===== src/hdl/qmm_pkg.sv =====
// ----------------------------------------------------------------------------
// qmm_pkg: shared types and constants of the quadrotor motor mixer
// Beat payloads, configuration register indexes, reset values and the
// fixed widths of the fixed-point datapath.
// ----------------------------------------------------------------------------
package qmm_pkg;

	// Mix modes. The two remaining codes give idle on every motor.
	localparam logic [1:0] MODE_LEGACY = 2'd0;
	localparam logic [1:0] MODE_FORCE  = 2'd1;

	// Configuration register indexes.
	localparam logic [2:0] CFG_ARM_LENGTH      = 3'd0;
	localparam logic [2:0] CFG_TORQUE_RATIO    = 3'd1;
	localparam logic [2:0] CFG_CURVE_QUADRATIC = 3'd2;
	localparam logic [2:0] CFG_CURVE_LINEAR    = 3'd3;
	localparam logic [2:0] CFG_IDLE_LEVEL      = 3'd4;

	localparam logic [23:0] ARM_LENGTH_RST      = 24'd771752;
	localparam logic [23:0] TORQUE_RATIO_RST    = 24'd100069;
	localparam logic [23:0] CURVE_QUADRATIC_RST = 24'd1534992;
	localparam logic [23:0] CURVE_LINEAR_RST    = 24'd1135375;
	localparam logic [15:0] IDLE_LEVEL_RST      = 16'd0;

	// 0.707106781 in unsigned Q0.24.
	localparam logic [23:0] DIAG_Q24 = 24'd11863283;

	localparam int COEF_W     = 24;
	localparam int ARM_DEN_W  = 48;  // diagonal constant times arm length
	localparam int TQ_NUM_W   = 80;  // 32-bit magnitude shifted up by 48
	localparam int PART_Q_W   = 56;  // largest torque quotient magnitude
	localparam int PART_W     = 57;  // signed torque part
	localparam int ROTOR_W    = 59;  // signed rotor force before clamping
	localparam int FCLAMP_W   = 39;  // clamped rotor force
	localparam int RAD_W      = 64;
	localparam int ROOT_W     = 32;
	localparam int WNUM_W     = 48;  // 65535 * (root - linear coefficient)
	localparam int WDEN_W     = 25;  // twice the quadratic coefficient
	localparam int LEG_W      = 18;  // legacy mix word
	localparam int M_W        = 49;  // signed uncapped motor word
	localparam int WORD_MAX   = 65535;

	typedef struct packed {
		logic [1:0]         mode;
		logic [15:0]        thrust_cmd;
		logic signed [15:0] roll_cmd;
		logic signed [15:0] pitch_cmd;
		logic signed [15:0] yaw_cmd;
		logic signed [31:0] force_total;
		logic signed [31:0] torque_roll;
		logic signed [31:0] torque_pitch;
		logic signed [31:0] torque_yaw;
	} cmd_t;

	typedef struct packed {
		logic [15:0] motor_one;
		logic [15:0] motor_two;
		logic [15:0] motor_three;
		logic [15:0] motor_four;
	} motor_t;

	typedef struct packed {
		logic [2:0]  index;
		logic [23:0] value;
	} cfg_wr_t;

	// Effective coefficients as the datapath uses them.
	typedef struct packed {
		logic [ARM_DEN_W-1:0] arm_den;
		logic [COEF_W-1:0]    kr;
		logic [COEF_W-1:0]    a;
		logic [COEF_W-1:0]    b;
		logic [WDEN_W-1:0]    a2;
		logic [47:0]          bb;
		logic [15:0]          idle;
	} cfg_t;

endpackage


===== src/hdl/qmm_sqrt_pipe.sv =====
// ----------------------------------------------------------------------------
// qmm_sqrt_pipe: pipelined integer square root
// Floor square root of a 64-bit radicand, one result bit per stage.
// ----------------------------------------------------------------------------
module qmm_sqrt_pipe #(
	parameter int LANES = 1,
	parameter int TAG_W = 1
) (
	input  logic                                  clk,
	input  logic                                  arst_n,
	input  logic                                  en,
	input  logic                                  in_valid,
	input  logic [LANES-1:0][qmm_pkg::RAD_W-1:0]  rad,
	input  logic [TAG_W-1:0]                      tag_in,
	output logic                                  out_valid,
	output logic [LANES-1:0][qmm_pkg::ROOT_W-1:0] root,
	output logic [TAG_W-1:0]                      tag_out
);
	import qmm_pkg::*;

	localparam int STAGES = ROOT_W;

	logic [LANES-1:0][RAD_W-1:0] rem_s [1:STAGES];
	logic [LANES-1:0][RAD_W-1:0] res_s [1:STAGES];
	logic [TAG_W-1:0]            tag_s [1:STAGES];
	logic [STAGES-1:0]           vld_q;

	always_ff @(posedge clk or negedge arst_n) begin
		if (!arst_n) begin
			vld_q <= '0;
		end else if (en) begin
			vld_q <= {vld_q[STAGES-2:0], in_valid};
		end
	end

	for (genvar k = 1; k <= STAGES; k++) begin : g_stage
		localparam logic [RAD_W-1:0] BIT = RAD_W'(1) << (RAD_W - 2 * k);
		logic [LANES-1:0][RAD_W-1:0] prev_rem, prev_res, rem_d, res_d;
		logic [TAG_W-1:0]            prev_tag;

		if (k == 1) begin : g_first
			assign prev_rem = rad;
			assign prev_res = '0;
			assign prev_tag = tag_in;
		end else begin : g_next
			assign prev_rem = rem_s[k-1];
			assign prev_res = res_s[k-1];
			assign prev_tag = tag_s[k-1];
		end

		always_comb begin
			for (int l = 0; l < LANES; l++) begin
				logic [RAD_W-1:0] trial;
				trial = prev_res[l] + BIT;
				if (prev_rem[l] >= trial) begin
					rem_d[l] = prev_rem[l] - trial;
					res_d[l] = (prev_res[l] >> 1) + BIT;
				end else begin
					rem_d[l] = prev_rem[l];
					res_d[l] = prev_res[l] >> 1;
				end
			end
		end

		always_ff @(posedge clk) begin
			if (en) begin
				rem_s[k] <= rem_d;
				res_s[k] <= res_d;
				tag_s[k] <= prev_tag;
			end
		end
	end

	always_comb begin
		for (int l = 0; l < LANES; l++) begin
			root[l] = res_s[STAGES][l][ROOT_W-1:0];
		end
	end

	assign out_valid = vld_q[STAGES-1];
	assign tag_out   = tag_s[STAGES];

endmodule


===== config.mk =====
export PLATFORM = sky130hd
export DESIGN_NAME = qmm_sqrt_pipe
export DESIGN_NICKNAME = d
export VERILOG_FILES = /design/src/hdl/qmm_pkg.sv /design/src/hdl/qmm_sqrt_pipe.sv
export SDC_FILE = /design/constraint.sdc
export NUM_CORES = 2
export LEC_CHECK = 0
export BUFFER_PORTS_ARGS = -buffer_cell sky130_fd_sc_hd__clkbuf_2
export CORE_MARGIN = 5
export CORE_UTILIZATION = 38
export CTS_CLUSTER_DIAMETER = 50
export DETAILED_ROUTE_END_ITERATION = 8
export SKIP_CTS_REPAIR_TIMING = 1
export SYNTH_ARGS = -nofsm -noshare
export SYNTH_HDL_FRONTEND = slang
export SYNTH_MEMORY_MAX_BITS = 65536
export SYNTH_SLANG_ARGS = --single-unit

===== constraint.sdc =====
create_clock -name clk -period 11.01 [get_ports clk]
set_clock_uncertainty 0.15 [all_clocks]
set_input_delay 0.5505 -clock clk [delete_from_list [all_inputs] [get_ports clk]]
set_output_delay 0.5505 -clock clk [all_outputs]
set_load 0.01 [all_outputs]

==> impl_metrics.ini <==
[global_routing]
grt_busiest_layer = met2
first_global_vias = 80100
antenna_found_initial = 3
grt_max_degree = 183
use_met1_pct = 18.5
grt_use_met3_pct = 2.21
overflow = 0
use_met2_pct = 36.3
track_usage_pct = 18.4
grt_pass1_wl_mm = 479

[synthesis]
yosys_warnings = 0
synth_top_area_share_pct = 62.2
synth.most_common_cell = edfxtp_1
synth-main-ff-cell = edfxtp_1
syn-num-nets = 10400
async_flop_share_pct = 1.24
synth_cells = 9731
synth_cell_type_count = 91
synthXorXnorAreaFrac_pct = 6.32
syn_area_per_cell_sq_um = 12.6
ys_top_cells_by_count = edfxtp_1 (2,544), inv_1 (698), a21oi_1 (648)
synthSimpleGateAreaFrac_pct = 11.9
yosysTopAreaCell = edfxtp_1
synth_area_leaders = edfxtp_1 (62%), ha_1 (5.7%), xnor2_1 (3.3%)
synth_compound_area_share_pct = 9.24
synth_top_family_by_area = simple AND/OR/NAND/NOR gates
syn_area_sq_mm = 0.123
synth_edf_count = 2544
muxShareOfSynthArea_pct = 1.12
yosysSeqAreaShare_pct = 62.8
synthAdderAreaFrac_pct = 5.68
ys_ff_latch = 2576

[drt]
first_pass_iters = 6
drc = 0
routed_via_density = 5.33
ant_nets = 0
wirelength_mm = 316
num_vias = 78300
wl_per_cell_um = 21.5
drtIter0Drc = 5124

[power]
vdd_ir_drop_max_mv = 0.171
power_density_mw_per_mm2 = 220
p_leak_nw = 52.3

[timing]
rsz0062_at_grt = no
setup_viol = 0
fin_crit_ps = 5180
clock.fmax_mhz = 193
hold_viol = 0
fin_crit_sh_pct = 47.1
tightest_slew_ps = 1240
drv_slew = 0
maxSlewHeadroom_pct = 15.3
tns_ps = 0

[run]
maxCapViolCount = 0

[setup_path]
worstReg2RegStart = res_s[5][106]
worst_path_max_delay_cell = o311ai_0
setup.worst_path.class = reg -> reg
worstPathRequired_ps = 11460
crit_arrival_ps = 5630
worstPathCellList = inv_1 -> ha_1 -> nand4b_1 -> or3_1 -> o311ai_0 -> nand2b_1 -> buf_4 -> inv_1 -> or3_1 -> xnor2_1
critPathTopFamily = simple AND/OR/NAND/NOR gates
worst_setup_path_start_kind = flop
cp-end-kind = flop
path_max_fanout = 21
cpPeakStageDelay_ps = 960
worstReg2RegEnd = rem_s[0][1452]
r2r_cells = 10
path_buf_inv = 3
regToRegSetupSlack_ps = 5830
cp_num_cells = 10

[status]
outcome = complete, no violations

[clock_network]
cts_tree = done
cts_max_level = 5
clk_latency_ps = 920
cts_sinks = 2576
clock-root-buffer = clkbuf_16
cts_buffers = 338
ctsLongestPathBuffers = 4
cts.clk_slew.worst_paths_ps = 60

[place]
port-buffer-count = 102
globalplace.congestion = 0.966
dp_hpwl_mm = 238
placedInstanceArea_sq_mm = 0.129
dp_cells = 14000

[floorplan]
start_util_pct = 38.2
core_area_sq_mm = 0.321
die-area_sq_mm = 0.335
die_w_um = 579
die_h_um = 579
ios = 103
row_count = 208

[hold_path]
worstHoldPathType = in -> async

[finish]
fin_cells = 14700
num-fill-cells = 28900
synthToLayoutAreaGrowth_pct = 14.7
design_area_sq_mm = 0.141
nets = 10700
post_route_cells_drive_above_1_share_pct = 8.93
worst max path at each step:
stage	start	slack [ps]	end
6_report	res_s[5][106]	5830	rem_s[0][1452]
2_1_floorplan	rem_s[0][1779]	6990	rem_s[0][1843]
3_3_place_gp	rem_s[0][1570]	5500	rem_s[0][1658]
3_5_place_dp	res_s[5][106]	5840	rem_s[0][1452]
4_1_cts	res_s[5][106]	5760	rem_s[0][1452]
5_1_grt	res_s[5][106]	5610	rem_s[0][1452]
final cells by class:
cell class / instances / area, sq um / share of cell area [%]
diodes: 9 / 22.5 / 0.0160
clock buffers: 379 / 8800 / 6.25
clock inverters: 241 / 2690 / 1.91
inverters: 703 / 2640 / 1.87
multi-input cells: 6238 / 42200 / 30.0
flip-flops and latches: 2576 / 77200 / 54.8
well taps: 4305 / 5390 / 3.82
repair buffers: 238 / 1870 / 1.33
cell usage in the layout, fill, tap and decap left out, drive strengths merged, types with 344 or more instances in the layout:
cell type     n
nor2        638
nand2       605
inv         772
xor2        429
nor4        344
clkbuf      480
a21oi       648
o21ai       437
edfxtp     2544
ha          558
xnor2       457
flip-flops by register name, indices dropped and copies added (netlist names):
signal and count:
rem_s 1984, tag_s 32, vld_q 32, res_s 528
cell families after synthesis:
| kind of cell | Yosys count |
|---|---|
| AOI/OAI and AO/OA | 1841 |
| DFF | 2576 |
| muxes | 123 |
| buffers and inverters | 917 |
| and+or+nand+nor | 2830 |
| xor gates and xnor gates | 886 |
| adders and majority gates | 558 |
routing by layer:
layer | wire length, um | up-vias
met1 | 111000 | 38200
met3 | 11300 | 744
li1 | - | 37400
met2 | 174000 | 1956
met5 | 13 | -
met4 | 20100 | 2
report_power, final:
| group | total (W) | internal (W) | switching, W | leakage (nW) |
|---|---|---|---|---|
| registers | 0.0135 | 0.0125 | 0.00103 | 24.9 |
| clock network | 0.0111 | 0.00672 | 0.00441 | 5.56 |
| logic | 0.00630 | 0.00250 | 0.00381 | 21.8 |
worst reg2reg max path, stage by stage (launching register included):
cell and delay, ps:
edfxtp_1 620, inv_1 90, ha_1 370, nand4b_1 290
or3_1 460, o311ai_0 960, nand2b_1 580, buf_4 370
inv_1 330, or3_1 470, xnor2_1 170
per-stage QoR:
step / total power (W) / worst slack [ps] / utilization, % / hold slack [ps]
3_3_place_gp: 0.0199 / 5500 / 40.0 / 252
3_5_place_dp: 0.0200 / 5840 / 40.0 / 255
5_1_grt: 0.0324 / 5610 / 43.8 / 168
6_report: 0.0310 / 5830 / 43.8 / 154
2_1_floorplan: 0.0176 / 6990 / - / 105
4_1_cts: 0.0312 / 5760 / 43.6 / -473
Power figures use the tool's default switching activity.
