$ cat src/hdl/qmm_pkg.sv
// ----------------------------------------------------------------------------
// qmm_pkg: shared types and constants of the quadrotor motor mixer
// Beat payloads, configuration register indexes, reset values and the
// fixed widths of the fixed-point datapath.
// ----------------------------------------------------------------------------
package qmm_pkg;

	// Mix modes. The two remaining codes give idle on every motor.
	localparam logic [1:0] MODE_LEGACY = 2'd0;
	localparam logic [1:0] MODE_FORCE  = 2'd1;

	// Configuration register indexes.
	localparam logic [2:0] CFG_ARM_LENGTH      = 3'd0;
	localparam logic [2:0] CFG_TORQUE_RATIO    = 3'd1;
	localparam logic [2:0] CFG_CURVE_QUADRATIC = 3'd2;
	localparam logic [2:0] CFG_CURVE_LINEAR    = 3'd3;
	localparam logic [2:0] CFG_IDLE_LEVEL      = 3'd4;

	localparam logic [23:0] ARM_LENGTH_RST      = 24'd771752;
	localparam logic [23:0] TORQUE_RATIO_RST    = 24'd100069;
	localparam logic [23:0] CURVE_QUADRATIC_RST = 24'd1534992;
	localparam logic [23:0] CURVE_LINEAR_RST    = 24'd1135375;
	localparam logic [15:0] IDLE_LEVEL_RST      = 16'd0;

	// 0.707106781 in unsigned Q0.24.
	localparam logic [23:0] DIAG_Q24 = 24'd11863283;

	localparam int COEF_W     = 24;
	localparam int ARM_DEN_W  = 48;  // diagonal constant times arm length
	localparam int TQ_NUM_W   = 80;  // 32-bit magnitude shifted up by 48
	localparam int PART_Q_W   = 56;  // largest torque quotient magnitude
	localparam int PART_W     = 57;  // signed torque part
	localparam int ROTOR_W    = 59;  // signed rotor force before clamping
	localparam int FCLAMP_W   = 39;  // clamped rotor force
	localparam int RAD_W      = 64;
	localparam int ROOT_W     = 32;
	localparam int WNUM_W     = 48;  // 65535 * (root - linear coefficient)
	localparam int WDEN_W     = 25;  // twice the quadratic coefficient
	localparam int LEG_W      = 18;  // legacy mix word
	localparam int M_W        = 49;  // signed uncapped motor word
	localparam int WORD_MAX   = 65535;

	typedef struct packed {
		logic [1:0]         mode;
		logic [15:0]        thrust_cmd;
		logic signed [15:0] roll_cmd;
		logic signed [15:0] pitch_cmd;
		logic signed [15:0] yaw_cmd;
		logic signed [31:0] force_total;
		logic signed [31:0] torque_roll;
		logic signed [31:0] torque_pitch;
		logic signed [31:0] torque_yaw;
	} cmd_t;

	typedef struct packed {
		logic [15:0] motor_one;
		logic [15:0] motor_two;
		logic [15:0] motor_three;
		logic [15:0] motor_four;
	} motor_t;

	typedef struct packed {
		logic [2:0]  index;
		logic [23:0] value;
	} cfg_wr_t;

	// Effective coefficients as the datapath uses them.
	typedef struct packed {
		logic [ARM_DEN_W-1:0] arm_den;
		logic [COEF_W-1:0]    kr;
		logic [COEF_W-1:0]    a;
		logic [COEF_W-1:0]    b;
		logic [WDEN_W-1:0]    a2;
		logic [47:0]          bb;
		logic [15:0]          idle;
	} cfg_t;

endpackage

$ cat src/hdl/qmm_if.sv


interface qmm_cfg_if;
	logic             valid;
	logic             ready;
	qmm_pkg::cfg_wr_t data;
	modport source (output valid, output data, input ready);
	modport sink (input valid, input data, output ready);
endinterface

$ cat src/hdl/qmm_cfg.sv
// ----------------------------------------------------------------------------
// qmm_cfg: configuration registers
// Holds the five registers and derives the effective coefficients.
// ----------------------------------------------------------------------------
module qmm_cfg (
	input  logic          clk,
	input  logic          arst_n,
	qmm_cfg_if.sink       cfg,
	output qmm_pkg::cfg_t eff
);
	import qmm_pkg::*;

	logic [23:0] arm_q, ratio_q, quad_q, lin_q;
	logic [15:0] idle_q;
	logic [47:0] den_q, bb_q;
	logic [23:0] len_eff, kr_eff, a_eff;

	assign cfg.ready = 1'b1;

	always_ff @(posedge clk or negedge arst_n) begin
		if (!arst_n) begin
			arm_q   <= ARM_LENGTH_RST;
			ratio_q <= TORQUE_RATIO_RST;
			quad_q  <= CURVE_QUADRATIC_RST;
			lin_q   <= CURVE_LINEAR_RST;
			idle_q  <= IDLE_LEVEL_RST;
		end else if (cfg.valid) begin
			unique case (cfg.data.index)
				CFG_ARM_LENGTH:      arm_q   <= cfg.data.value;
				CFG_TORQUE_RATIO:    ratio_q <= cfg.data.value;
				CFG_CURVE_QUADRATIC: quad_q  <= cfg.data.value;
				CFG_CURVE_LINEAR:    lin_q   <= cfg.data.value;
				CFG_IDLE_LEVEL:      idle_q  <= cfg.data.value[15:0];
				default: ;
			endcase
		end
	end

	// A zero arm length, torque ratio or quadratic coefficient is treated as one.
	assign len_eff = (arm_q == '0) ? 24'd1 : arm_q;
	assign kr_eff  = (ratio_q == '0) ? 24'd1 : ratio_q;
	assign a_eff   = (quad_q == '0) ? 24'd1 : quad_q;

	always_ff @(posedge clk or negedge arst_n) begin
		if (!arst_n) begin
			den_q <= 48'(DIAG_Q24) * 48'(ARM_LENGTH_RST);
			bb_q  <= 48'(CURVE_LINEAR_RST) * 48'(CURVE_LINEAR_RST);
		end else begin
			den_q <= 48'(DIAG_Q24) * 48'(len_eff);
			bb_q  <= 48'(lin_q) * 48'(lin_q);
		end
	end

	assign eff.arm_den = den_q;
	assign eff.kr      = kr_eff;
	assign eff.a       = a_eff;
	assign eff.b       = lin_q;
	assign eff.a2      = {a_eff, 1'b0};
	assign eff.bb      = bb_q;
	assign eff.idle    = idle_q;

endmodule

$ cat src/flat_wrapper.sv
// flat-port wrapper written by rule: the top's interface ports become plain ports
module qmm_cfg_flat import qmm_pkg::*;
  (clk, arst_n, eff, cfg_valid, cfg_data, cfg_ready);
  qmm_cfg_if cfg_i ();
  input  logic clk;
  input  logic arst_n;
  output qmm_pkg::cfg_t eff;
  input wire logic [$bits(cfg_i.valid)-1:0] cfg_valid;
  input wire logic [$bits(cfg_i.data)-1:0] cfg_data;
  output wire logic [$bits(cfg_i.ready)-1:0] cfg_ready;
  assign cfg_i.valid = cfg_valid;
  assign cfg_i.data = cfg_data;
  assign cfg_ready = cfg_i.ready;
  qmm_cfg u_core (.clk(clk), .arst_n(arst_n), .cfg(cfg_i), .eff(eff));
endmodule
$ cat config.mk
export PLATFORM = sky130hd
export DESIGN_NAME = qmm_cfg_flat
export DESIGN_NICKNAME = d
export VERILOG_FILES = /design/src/hdl/qmm_pkg.sv /design/src/hdl/qmm_if.sv /design/src/hdl/qmm_cfg.sv /design/src/flat_wrapper.sv
export SDC_FILE = /design/constraint.sdc
export NUM_CORES = 2
export LEC_CHECK = 0
export BUFFER_PORTS_ARGS = -buffer_cell sky130_fd_sc_hd__buf_2
export CORE_AREA = 2 2 243 245
export CTS_CLUSTER_SIZE = 20
export DETAILED_ROUTE_END_ITERATION = 12
export DIE_AREA = 0 0 245 247
export PLACE_DENSITY = 0.77
export SYNTH_ARGS = -nofsm -noshare
export SYNTH_HDL_FRONTEND = slang
export SYNTH_SLANG_ARGS = --single-unit
$ cat constraint.sdc
create_clock -name clk -period 11.8 [get_ports clk]
set_input_delay 1.77 -clock clk [delete_from_list [all_inputs] [get_ports clk]]
set_output_delay 1.77 -clock clk [all_outputs]
set_load 0.01 [all_outputs]
==> summary.md <==
| Metric | Value |
|---|---|
| Status | finished, final reports clean |
| Most common cell in the synthesized netlist | inv_1 |
| First-pass GRT wire length | 136000 um |
| Post-synth EDFFs | 0 |
| I/O pins | 240 |
| Initial Util | 0.579 |
| CTS resizes | 0 |
| Top cells by area, synth | fa_1 36%, ha_1 17%, dfrtp_1 9.7%, inv_1 9.7%, dfstp_2 5.9% |
| Total number of vias | 22800 |
| DIE HEIGHT | ~250 um |
| Area added between synthesis and finish | 7.23% |
| Worst Setup SP | u_core.arm_q[13] |
| GRT Total Usage | 0.294 |
| Share of the synthesized area in the top cell type | 0.359 |
| Maxcap violations | 0 |
| Mapped Area | 33700 sq um |
| Seq/Total Area, Yosys | 0.156 |
| Dpl ws | 3940 ps |
| DRT iter0 DRCs | 1212 |
| Hpwl dp | just over 70000 um |
| Max frequency | 125 MHz |
| # fillers | 4742 |
| Final min period | 8010 ps |
| Core box area | 58200 sq um |
| Cts hold-fix bufs | 0 |
| Synthesis-stage register bit count | 207 |
| Ys async rst share | 1.00 |
| Worst slew pin tran | between 1000 and 1500 ps |
| Layout cells sized above 1 | 0.143 |
| Largest net degree at the start of global routing | about 130 |
| Critical Path RT | approximately 12000 ps |
| Main synth FF type | dfrtp_1 |
| Max-slew headroom | 0.154 |
| Reg2Reg Launch Point | u_core.arm_q[13] |
| DIE AREA | a little over 60000 sq um |
| Final setup fails | 0 |
| FP Rows | between 80 and 90 |
| Post-synth cell types | 72 |
| Vias per inst | 5.38 |
| Clock latency on the worst-skew pair | approximately 600 ps |
| GP Congestion | 0.988 |
| Mean post-synth cell area | 10.1 sq um |
| CP Capture Type | register |
| Clock Skew | 28.4 ps |
| Max-slew violation total from the final report | 0 |
| WL per Instance | 19.9 um |
| Area of the multi-input gates | 24500 sq um |
| Mapped Cells | between 3000 and 4000 |
| Period utilisation layout | 0.679 |
| Final WL | 84400 um |
| DR pass1 iterations | 5 |
| Hold wc startpoint | u_core.idle_q[13] |
| Antenna Nets Post-Route | 0 |
| RSZ-0062 raised after global routing | no |
| IO buf count | 236 |
| DRC viols | 0 |
| CTS max path bufs | 3 |
| H-tree levels | 1 |
| TritonCTS Sinks | 207 |
| CTS Buf Count | 27 |
| Non-Filler Instances | 4240 |
| Nets | 4532 |
| Initial antenna violation count | 5 |
| Setup Fix Bufs, Post-CTS | 0 |
| Startpoint types | register |
| Final Hold Viols | 0 |
| Area leader, netlist | fa_1 |
| DIE WIDTH | 245 um |
| Vias in the first global route | 25100 |
| Worst-path maximum fanout | 8 |
| Cells after DPL | 4186 |
| Final core utilization | 0.621 |
| YS warnings | 0 |
| Clock Pin Slew Worst Setup and Hold Paths | 60 ps |
| Kind of critical path | reg -> reg |
| Worst min path class | reg -> reg |
| Critical Path AT | 8510 ps |
| Post-layout worst setup margin | 3790 ps |
| Register area | 5280 sq um |
| CTS tree | done |
| Cell at the root of the clock tree | clkbuf_16 |
| Synth top cells by count | 867 x inv_1, 604 x fa_1, 456 x ha_1, 181 x nand2_1, 152 x and2_1 |
| TNS Setup | 0 ps |
| Gr ovfl total | 0 |
cell families (layout without fill, tap and decap cells):
logic type | after synthesis | in the layout | share of synthesized area
adder cells (fa/ha/maj) | 1060 | 1060 | 0.528
buffers and inverters | 1044 | 1167 | 0.119
AND/OR/NAND/NOR | 529 | 529 | 0.0794
AO/OA/AOI/OAI | 305 | 305 | 0.0599
flip-flops | 207 | 207 | 0.156
XOR/XNOR | 101 | 101 | 0.0262
multiplexers | 91 | 91 | 0.0304
other | 2 | 7 | 0.000223
metrics by stage:
stage | hold slack [ps] | area, sq um
6_report | 506 | 36200
5_1_grt | 526 | 36100
3_5_place_dp | 490 | 35200
4_1_cts | 504 | 36100
3_3_place_gp | 486 | 35200
2_1_floorplan | 407 | 33700
sequential cells by signal, indices dropped and copies added (netlist names):
signal,count
u_core.den_q,48
u_core.bb_q,47
u_core.idle_q,16
u_core.quad_q,24
u_core.lin_q,24
u_core.ratio_q,24
u_core.arm_q,24
worst paths after layout:
path,to,slack (ps),depth (start not counted)
max,u_core.den_q[47],3790,27
max in group asynchronous,u_core.lin_q[22],8910,2
max reg2reg,u_core.den_q[47],3790,27
min reg2reg,u_core.idle_q[13],510,1
min in group asynchronous,u_core.bb_q[8],1290,1
min,u_core.idle_q[13],510,1
worst max-delay path, stage by stage (launching register included):
cell and delay, ps:
dfrtp_1 500, or4_1 580, nor3_1 240, nand3_1 240, nand2_1 180, inv_1 160, fa_1 540, xor2_1 200
ha_1 280, inv_1 50, fa_1 520, inv_1 60, fa_1 480, fa_1 520, inv_1 50, fa_1 380
fa_1 520, inv_1 40, ha_1 350, a21oi_1 250, o21bai_1 100, a21oi_1 300, nand3_1 120, a211o_1 300
a41oi_2 300, o21ai_1 210, a221oi_2 310, xnor2_1 160
per-layer routing:
layer	routed length (um)	global-route usage
met3	7570	0.0742
met2	39600	0.486
met1	33600	0.373
met5	13	0
met4	3620	0.115
layout by cell type (no fill, tap or decap), drive strengths merged, types with 71 or more instances in the layout:
cell type and instances:
inv 870, fa 604, ha 456, buf 250, nand2 181, and2 152, dfrtp 131, a21oi 105
mux2 90, dfstp 76, nor2 71
final cells by class:
type / instances / area share
antenna: 4 / 0.000277
clock inverter: 15 / 0.00460
inverter: 867 / 0.0900
tap: 773 / 0.0268
clock buffer: 35 / 0.0201
multi-input combinational: 2089 / 0.676
sequential: 207 / 0.146
timing repair buffer: 250 / 0.0359
Power is left out: the tool's default activity adds up to more than one toggle a clock period on the data nets, which glitch-free logic cannot reach.
