`src/hdl/qmm_div_pipe.sv`:
```
// ----------------------------------------------------------------------------
// qmm_div_pipe: pipelined restoring divider
// One quotient bit per stage over several lanes that share a sideband tag.
// ----------------------------------------------------------------------------
module qmm_div_pipe #(
	parameter int LANES = 1,
	parameter int NUM_W = 8,
	parameter int DEN_W = 8,
	parameter int TAG_W = 1
) (
	input  logic                        clk,
	input  logic                        arst_n,
	input  logic                        en,
	input  logic                        in_valid,
	input  logic [LANES-1:0][NUM_W-1:0] num,
	input  logic [LANES-1:0][DEN_W-1:0] den,
	input  logic [TAG_W-1:0]            tag_in,
	output logic                        out_valid,
	output logic [LANES-1:0][NUM_W-1:0] quo,
	output logic [TAG_W-1:0]            tag_out
);
	logic [LANES-1:0][DEN_W-1:0] rem_s [1:NUM_W];
	logic [LANES-1:0][NUM_W-1:0] nq_s  [1:NUM_W];
	logic [TAG_W-1:0]            tag_s [1:NUM_W];
	logic [NUM_W-1:0]            vld_q;

	always_ff @(posedge clk or negedge arst_n) begin
		if (!arst_n) begin
			vld_q <= '0;
		end else if (en) begin
			vld_q <= {vld_q[NUM_W-2:0], in_valid};
		end
	end

	for (genvar k = 1; k <= NUM_W; k++) begin : g_stage
		logic [LANES-1:0][DEN_W-1:0] prev_rem, rem_d;
		logic [LANES-1:0][NUM_W-1:0] prev_nq, nq_d;
		logic [TAG_W-1:0]            prev_tag;

		if (k == 1) begin : g_first
			assign prev_rem = '0;
			assign prev_nq  = num;
			assign prev_tag = tag_in;
		end else begin : g_next
			assign prev_rem = rem_s[k-1];
			assign prev_nq  = nq_s[k-1];
			assign prev_tag = tag_s[k-1];
		end

		// Shift in the next dividend bit and subtract when the divisor fits.
		always_comb begin
			for (int l = 0; l < LANES; l++) begin
				logic [DEN_W:0] trial;
				logic           ge;
				trial = {prev_rem[l], prev_nq[l][NUM_W-1]};
				ge    = (trial >= {1'b0, den[l]});
				rem_d[l] = ge ? DEN_W'(trial - {1'b0, den[l]}) : trial[DEN_W-1:0];
				nq_d[l]  = {prev_nq[l][NUM_W-2:0], ge};
			end
		end

		always_ff @(posedge clk) begin
			if (en) begin
				rem_s[k] <= rem_d;
				nq_s[k]  <= nq_d;
				tag_s[k] <= prev_tag;
			end
		end
	end

	assign out_valid = vld_q[NUM_W-1];
	assign quo       = nq_s[NUM_W];
	assign tag_out   = tag_s[NUM_W];

endmodule

```
`config.mk`:
```
export PLATFORM = sky130hd
export DESIGN_NAME = qmm_div_pipe
export DESIGN_NICKNAME = d
export VERILOG_FILES = /design/src/hdl/qmm_div_pipe.sv
export SDC_FILE = /design/constraint.sdc
export NUM_CORES = 1
export LEC_CHECK = 0
export BUFFER_PORTS_ARGS = -buffer_cell sky130_fd_sc_hd__buf_2
export CORE_ASPECT_RATIO = 1.5
export CORE_UTILIZATION = 56
export CTS_BUF_LIST = sky130_fd_sc_hd__clkbuf_16
export CTS_CLUSTER_SIZE = 24
export DETAILED_ROUTE_END_ITERATION = 7
export GPL_TIMING_DRIVEN = 0
export HOLD_SLACK_MARGIN = 0.15
export PLACE_DENSITY_LB_ADDON = 0.2
export SLEW_MARGIN = 5
export SYNTH_ARGS = -nofsm -noshare
export SYNTH_HDL_FRONTEND = slang
export SYNTH_SLANG_ARGS = --single-unit
```
`constraint.sdc`:
```
create_clock -name clk -period 2.2 [get_ports clk]
set_input_delay 0.33 -clock clk [delete_from_list [all_inputs] [get_ports clk]]
set_output_delay 0.33 -clock clk [all_outputs]
set_load 0.01 [all_outputs]
```
==> impl_metrics.ini, run 1 <==
[yosys]
synthFlopType = edfxtp_1
syn_nets = 624
synth_async_sr_flop_share_pct = 5.88
synth-edff-count = 128
synthCells = 539
synth.top_cells.by_area = edfxtp_1, ha_1, mux2_4, mux2_2, dfrtp_1
area_fraction_of_the_dominant_cell_type_after_synthesis_pct = 52.0
syn_area_per_cell_sq_um = 13.7
synth_cell_type_count = 54
sequential_share_of_the_synthesized_area_pct = 54.7
synth_cell_area_sq_um = 7390
synth-warning-count = 0
yosys_register_bits = 136
post-synth-top-area-cell = edfxtp_1

[die]
initial_core_util_pct = 57.1
die_area_sq_um = 13700
io_pins = 31
core.rowCount = 51
fp.coreArea_sq_um = 13000
fp.dieH_microns = 143
chipWidth_microns = 95.8

[layout]
multi_input_area_sq_um = 3690
fin_cells = 822
final_layout_size_suffix_gt1_share_pct = 37.6
final_net_count = 735
fill_cells = 785
antenna_cells = 0
area_delta_synth_final_pct = 27.8
final_cell_area_sq_um = 9450
sequential_cell_area_sq_um = 4040
layout.core_utilization_pct = 73.0
mostFrequentLayoutCell = edfxtp_1
mostFrequentLayoutCells = edfxtp_1, buf_4, buf_2

[clocking]
clk_pin_slew_ns = 0.07
tritoncts = built
clock_sink_count = 136
bufs_on_longest_clock_path = 2
cts_root_buf = clkbuf_16
numCtsBuffers = 17
cts_max_level = 4
clkLatencyLatePin_ns = 0.42

[global_route]
first_global_vias = 5035
grt_first_pass_wirelength_microns = 23800
initial_antenna_violation_count = 0
grt_use_total_pct = 23.7
grt_start_max_net_pins = 68
gr-total-overflow = 0

[timing]
post-route-worst-setup-slack_ns = -0.0297
layout_worst_path_cycle_share_pct = 101
tightest_slew_ns = 0.770
grt_setup_unrepaired = true
fin_crit_ns = 2.23
timing.final.setup_violations = 2
clock-skew-final_ns = 0.00816
clock.fmax_mhz = 448
slew_viol_final = 0
slew_headroom_pct = 48.3
hold_violations = 0

[route]
vias = 4923
first_pass_iters = 4
route.detailed.vias_per_inst = 5.99
dr_wl_cell_microns = 19.9
drt_iter0_markers = 234
drtAntennaViolNets = 0
drt_wl_total_microns = 16300
drcViolationCount = 0

[power_and_ir_drop]
power_density_nw_per_um2 = 1090
power.static_leakage_nw = 3.64
ir_drop_mv = 0.718
report.power.total_mw = 10.3

[place]
buffer_ports.inserted = 30
post_dp_cell_area_sq_um = 7840
place.detailed.instances = 729
place_congestion = 0.868
dp_hpwl_microns = 10400

[critical_path]
worst-path-max-fanout = 7
worst-endpoint-arrival_ns = 2.47
critical_path.endpoint_type = flop
timing.critical_path.from_type = flop
critical_path_class = reg2reg
worst_ep_required_time_ns = 2.44

[status]
status = finished, violations left
violations = negative setup slack

[run]
drv.max_cap_violation_count = 0

[worst_hold_path]
hp-class = in2reg
## power by group
part           switching [mW]  internal [mW]
combinational            1.77           2.02
clock                    1.27           1.51
sequential              0.250           3.46
total                    3.29           6.99
## kinds of logic (layout without fill, tap and decap cells)
group / count (synthesis) / after routing / share of synthesized area, %
AO/OA/AOI/OAI: 113 / 113 / 12.4
XOR/XNOR: 18 / 18 / 2.13
adder cells (fa/ha/maj): 64 / 64 / 11.4
buffers and inverters: 46 / 170 / 2.72
flip-flops: 136 / 136 / 54.7
multiplexers: 56 / 56 / 9.20
AND/OR/NAND/NOR: 106 / 106 / 7.45
## path summary, 6_finish.rpt
path / from / endpoint / slack (ns) / cells after the start
max reg2reg: rem_s[0][29] / rem_s[0][32] / -0.03 / 7
min: num[7] / rem_s[0][8] / 0.26 / 3
max: rem_s[0][29] / rem_s[0][32] / -0.03 / 7
max in group asynchronous: arst_n / vld_q[4] / 1.76 / 2
min reg2reg: nq_s[0][43] / nq_s[0][52] / 0.42 / 0
min in group asynchronous: arst_n / vld_q[3] / 0.28 / 2
## sequential cells by signal, summed over array words and instances (netlist names)
register	flops
vld_q	8
nq_s	64
tag_s	8
rem_s	56
## critical path, stage by stage (launching register included)
cell and delay [ns]:
edfxtp_1 0.44, ha_4 0.29, a21o_4 0.23, a2111oi_4 0.32, o21a_1 0.17, buf_6 0.15
buf_4 0.16, mux2i_1 0.28
## what timing repair did
| item | 4_1_cts | 5_1_grt |
|---|---|---|
| endpoints found under the setup margin | 37 | 42 |
| hold buffers | 10 | 0 |
| resized for setup | 41 | 45 |
| pin swaps | 12 | 32 |
| buffers inserted | 18 | 34 |
| hold endpoints to repair | 17 | 0 |
## through the flow
stage / worst slack [ns] / hold WS, ns / setup TNS, ns
finish: -0.0297 / 0.257 / -0.0538
global route: -0.129 / 0.260 / -0.487
CTS: -0.0382 / 0.245 / -0.0644
detailed placement: -0.676 / 0.174 / -28.51
global placement: -1.06 / 0.169 / -111.17
floorplan: -0.0207 / 0.0344 / -0.320
## synthesized netlist by cell type, drive strengths merged (2+ instances only)
cell / number
a2111oi: 4
a211o: 6
a211oi: 10
a21boi: 3
a21o: 19
a21oi: 19
a311o: 5
a311oi: 2
a31oi: 3
a41oi: 2
and2: 2
and3: 2
buf: 6
clkbuf: 3
dfrtp: 8
edfxtp: 128
fa: 6
ha: 58
inv: 37
mux2: 42
mux2i: 14
nand2: 12
nand2b: 14
nand3: 10
nand4: 3
nor2: 25
nor2b: 7
nor3: 18
nor3b: 4
nor4: 7
o21a: 9
o21ai: 15
o311a: 4
o31a: 8
xnor2: 16
xor2: 2
## per-layer routing
metal	up-vias	share of wire, %	track usage [%]
met1	2443	35	21.9
met3	37	3.1	3.83
met5	-	0	0
met4	0	3.4	10.8
li1	2316	-	-
met2	127	58	48.1
## final cells by class
cell class                      count  share of cell area (%)
Clock inverter                     15                    1.65
Tap cell                          159                    2.10
Sequential cell                   136                    42.8
Inverter                           37                    1.67
Buffer                              8                   0.821
Multi-Input combinational cell    357                    39.1
Clock buffer                       17                    4.50
Timing Repair Buffer               93                    7.37
(Power assumes the default switching activity.)
==> run 2, diff against run 1 <==
SKIP_CTS_REPAIR_TIMING = 1   (was unset)
==> run 2 against run 1 <==
The flow still finishes with violations (negative setup slack). Global-route usage is 1.3 points lower. Cell count decreased by 2.1%. Fmax shrank 1.1%. Largest power group is now registers. Clock power about the same. Largest cell class unchanged. Power decreased by 1.4%. Register-to-register slack got worse by 0.02 ns. Critical path type unchanged. Design area is 2.4% lower.
==> impl_metrics.ini, run 2 (synthesis results as in run 1) <==
[die]
fp.dieH_microns = 143
io_pins = 31
core.rowCount = 51
initial_core_util_pct = 57.1
chipWidth_microns = 95.8
fp.coreArea_sq_um = 13000
die_area_sq_um = 13700

[place]
worst_setup_slack_before_clock_tree_synthesis_ns = -0.676
place_congestion = 0.868
buffer_ports.inserted = 30
dp_hpwl_microns = 10400
post_dp_cell_area_sq_um = 7840
place.detailed.instances = 729

[worst_hold_path]
worst_hold_path.num_cells = 3
min-delay-start = num[7]
hp-class = in2reg
hold_path_sink = rem_s[0][8]

[clocking]
cts_max_level = 4
clkLatencyLatePin_ns = 0.43
tritoncts = built
bufs_on_longest_clock_path = 2
numCtsBuffers = 17
clk_pin_slew_ns = 0.07
clock_sink_count = 136
cts_root_buf = clkbuf_16

[timing]
timing.final.setup_violations = 4
slew_viol_final = 0
grt_setup_unrepaired = true
clock-skew-final_ns = 0.0113
holdWs_ns = 0.254
slew_headroom_pct = 49.7
tightest_slew_ns = 0.748
clock.fmax_mhz = 444
post-route-worst-setup-slack_ns = -0.0545
hold_violations = 0
fin_crit_ns = 2.25
layout_worst_path_cycle_share_pct = 102
setup_tns_ns = -0.150

[route]
drt_iter0_markers = 230
route.detailed.vias_per_inst = 5.90
drt_wl_total_microns = 15700
dr_wl_cell_microns = 19.4
drcViolationCount = 0
vias = 4748
first_pass_iters = 5
drtAntennaViolNets = 0

[power_and_ir_drop]
power.static_leakage_nw = 3.57
net_switching_fraction_of_the_power_pct = 31.8
power_density_nw_per_um2 = 1100
proportion_of_power_drawn_by_combinational_gates_pct = 36.0
power_frac_seq_pct = 36.4
share_of_total_power_in_the_clock_network_pct = 27.5
ir_drop_mv = 0.799
report.power.total_mw = 10.1
switching_pwr_mw = 3.22
internal_power_mw = 6.91

[global_route]
initial_antenna_violation_count = 0
grt_most_used_layer = met2
first_global_vias = 4812
grt_start_max_net_pins = 68
grt_first_pass_wirelength_microns = 22600
grt_util_met3_pct = 3.83
met2_usage_pct = 45.4
gr-total-overflow = 0
grt_use_total_pct = 22.4
met1_usage_pct = 20.6

[critical_path]
timing.rr.end = rem_s[0][38]
worst_ep_required_time_ns = 2.38
critical_path.endpoint_type = flop
worstRegToRegCells = 8
worst-path-max-fanout = 3
worst-endpoint-arrival_ns = 2.43
timing.critical_path.from_type = flop
critical_path_class = reg2reg
r2r_start = nq_s[0][31]
worstSetupStartpoint = nq_s[0][31]
r2r_setup_slack_ns = -0.05

[layout]
fill_cells = 837
mostFrequentLayoutCell = edfxtp_1
flip_flop_count_of_the_largest_register_all_copies_and_words_added = 64
layout.core_utilization_pct = 71.2
fin_cells = 805
area_delta_synth_final_pct = 24.8
final_net_count = 718
final_layout_size_suffix_gt1_share_pct = 34.4
antenna_cells = 0
final_cell_area_sq_um = 9230
mostFrequentLayoutCells = edfxtp_1, ha_1, buf_4
largestRegisters = nq_s (64), rem_s (56)
register_containing_the_most_flip_flops_in_the_final_layout = nq_s
multi_input_area_sq_um = 3590
sequential_cell_area_sq_um = 4040

[status]
violations = negative setup slack
status = finished, violations left

[run]
drv.max_cap_violation_count = 0
[run 2: cell types whose count changed in the layout (fill, tap and decap cells not counted), moves of 3 or more]
cell     previous run  this run
a21oi_1            13        16
ha_1               27        35
a21oi_2             5         2
buf_4              50        32
ha_4               27        19
[run 2: worst max path at each step]
stage,cells after the start,slack (ns),end
floorplan,7,-0.02,rem_s[0][26]
global placement,3,-1.06,vld_q[4]
detailed placement,8,-0.68,rem_s[0][52]
CTS,8,-0.24,rem_s[0][54]
global route,8,-0.13,rem_s[0][22]
finish,8,-0.05,rem_s[0][38]
[run 2: layer usage]
metal / vias up / routed length (microns) / share of wire [%]
met4: 0 / 382 / 2.4
met3: 24 / 243 / 1.6
met5: - / 0 / 0
met2: 71 / 9370 / 60
li1: 2272 / - / -
met1: 2381 / 5660 / 36
[run 2: layout make-up]
| class | instances | area share, % |
|---|---|---|
| buffer | 9 | 0.868 |
| multi-input combinational | 357 | 38.9 |
| clock inverter | 15 | 1.70 |
| clock buffer | 17 | 4.61 |
| tap | 159 | 2.16 |
| timing repair buffer | 75 | 6.18 |
| sequential | 136 | 43.8 |
| inverter | 37 | 1.71 |
[run 2: power groups by stage]
stage          Clock [mW]  Combinational, mW  Sequential, mW
3_5_place_dp            0               3.02            3.71
6_report             2.79               3.65            3.69
5_1_grt              2.90               3.93            3.73
2_1_floorplan           0               2.38            3.65
4_1_cts              2.80               3.05            3.66
3_3_place_gp            0               2.84            3.69
[run 2: critical path: stages (launching register included)]
cell	delay, ns
edfxtp_1	0.34
inv_1	0.06
ha_1	0.20
fa_2	0.37
nor2b_2	0.14
o31a_1	0.23
nor4_1	0.07
a311o_1	0.32
mux2_4	0.27
==> run 3, diff against run 2 <==
CAP_MARGIN = 20   (was unset)
RECOVER_POWER = 25   (was unset)
==> run 3 against run 2 <==
The flow still finishes with violations (negative setup slack). Register-to-register slack about the same. Critical path depth unchanged. Global-route usage unchanged. Clock power about the same. Cell count unchanged. Sequential power about the same. Die area unchanged. Utilization about the same. Count of clock-buffer cells in the layout unchanged. Non-clock buffer count unchanged. Largest power group unchanged.
==> impl_metrics.ini, run 3 (synthesis results as in run 1) <==
[power_and_ir_drop]
share_of_total_power_in_the_clock_network_pct = 27.5
internal_power_mw = 6.91
power.static_leakage_nw = 3.56
switching_pwr_mw = 3.23
power_density_nw_per_um2 = 1100
power_frac_seq_pct = 36.4
ir_drop_mv = 0.798
proportion_of_power_drawn_by_combinational_gates_pct = 36.0
net_switching_fraction_of_the_power_pct = 31.8

[layout]
fill_cells = 838
layout.core_utilization_pct = 71.2
final_layout_size_suffix_gt1_share_pct = 34.2
fin_cells = 805
area_delta_synth_final_pct = 24.8
mostFrequentLayoutCells = edfxtp_1, ha_1, buf_4
sequential_cell_area_sq_um = 4040
largestRegisters = nq_s (64), rem_s (56)
mostFrequentLayoutCell = edfxtp_1
final_net_count = 718
final_cell_area_sq_um = 9230
flip_flop_count_of_the_largest_register_all_copies_and_words_added = 64
register_containing_the_most_flip_flops_in_the_final_layout = nq_s
multi_input_area_sq_um = 3590
antenna_cells = 0

[timing]
slew_headroom_pct = 48.7
tightest_slew_ns = 0.762
fin_crit_ns = 2.25
holdWs_ns = 0.254
clock.fmax_mhz = 444
post-route-worst-setup-slack_ns = -0.0546
grt_setup_unrepaired = true
hold_violations = 0
slew_viol_final = 0
clock-skew-final_ns = 0.0112
timing.final.setup_violations = 4
layout_worst_path_cycle_share_pct = 102

[route]
vias = 4754
route.detailed.vias_per_inst = 5.91
drt_wl_total_microns = 15700
drcViolationCount = 0
dr_wl_cell_microns = 19.5
drtAntennaViolNets = 0
drt_iter0_markers = 230
first_pass_iters = 5

[clocking]
bufs_on_longest_clock_path = 2
clk_pin_slew_ns = 0.07
cts_root_buf = clkbuf_16
cts_max_level = 4
tritoncts = built
clock_sink_count = 136
clkLatencyLatePin_ns = 0.43
numCtsBuffers = 17

[critical_path]
critical_path_class = reg2reg
worst_ep_required_time_ns = 2.38
timing.critical_path.from_type = flop
cp_cell_sequence = inv_1 > ha_1 > fa_2 > nor2b_2 > o31a_1 > nor4_1 > a311o_1 > mux2_4
worst-endpoint-arrival_ns = 2.43
cpLargestDelayFamily = adder cells
worst-path-max-fanout = 3
max_stage_delay_ns = 0.37
critical_path.n_buffers_inverters = 1
worst_path_max_delay_cell = fa_2
critical_path.endpoint_type = flop

[die]
core.rowCount = 51
fp.coreArea_sq_um = 13000
fp.dieH_microns = 143
chipWidth_microns = 95.8
initial_core_util_pct = 57.1
die_area_sq_um = 13700
io_pins = 31

[place]
place_congestion = 0.868
buffer_ports.inserted = 30
dp_hpwl_microns = 10400
worst_setup_slack_before_clock_tree_synthesis_ns = -0.676
place.detailed.instances = 729
post_dp_cell_area_sq_um = 7840

[global_route]
grt_use_total_pct = 22.4
initial_antenna_violation_count = 0
grt_start_max_net_pins = 68
grt_first_pass_wirelength_microns = 22600
first_global_vias = 4812
gr-total-overflow = 0

[worst_hold_path]
hp-class = in2reg

[status]
status = finished, violations left
violations = negative setup slack

[run]
drv.max_cap_violation_count = 0
-- run 3: worst register-to-register path: cells and delay by family (launching register included) --
family / cells / cell delay, ns
adder cells (fa/ha/maj): 2 / 0.57
AO/OA/AOI/OAI: 2 / 0.55
flip-flops: 1 / 0.34
multiplexers: 1 / 0.27
AND/OR/NAND/NOR: 2 / 0.21
buffers and inverters: 1 / 0.06
-- run 3: through the flow --
step | total power [mW] | TNS, ns
after CTS | 9.51 | -5.64
after global placement | 6.54 | -111.17
after floorplan | 6.03 | -0.320
after global routing | 10.6 | -0.830
final | 10.1 | -0.152
after detailed placement | 6.73 | -28.51
-- run 3: final timing paths --
check	start	end	slack (ns)	cells past startpoint
worst max-delay path	nq_s[0][31]	rem_s[0][38]	-0.05	8
worst min-delay path	num[7]	rem_s[0][8]	0.25	3
worst max register to register	nq_s[0][31]	rem_s[0][38]	-0.05	8
worst min register to register	nq_s[0][11]	nq_s[0][20]	0.42	0
max in group asynchronous	arst_n	vld_q[4]	1.57	2
min in group asynchronous	arst_n	vld_q[6]	0.34	2
-- run 3: cell type report --
type / instances / share of cell area [%]
well taps: 159 / 2.16
plain buffers: 9 / 0.868
repair buffers: 75 / 6.17
inverters: 37 / 1.71
flip-flops and latches: 136 / 43.8
clock buffers: 17 / 4.61
multi-input cells: 357 / 39.0
clock inverters: 15 / 1.70
-- run 3: routing by layer --
| metal | vias to the layer above | global-route usage [%] | share of wire (%) |
|---|---|---|---|
| met1 | 2385 | 20.6 | 36 |
| met2 | 73 | 45.4 | 60 |
| li1 | 2272 | - | - |
| met4 | 0 | 10.4 | 2.4 |
| met3 | 24 | 3.83 | 1.6 |
| met5 | - | 0 | 0 |
-- run 3: power by group through the flow --
stage | logic (mW) | clock network [mW] | registers [mW]
after detailed placement | 3.02 | 0 | 3.71
after global placement | 2.84 | 0 | 3.69
after CTS | 3.05 | 2.80 | 3.66
after floorplan | 2.38 | 0 | 3.65
after global routing | 3.93 | 2.90 | 3.73
final | 3.65 | 2.79 | 3.69
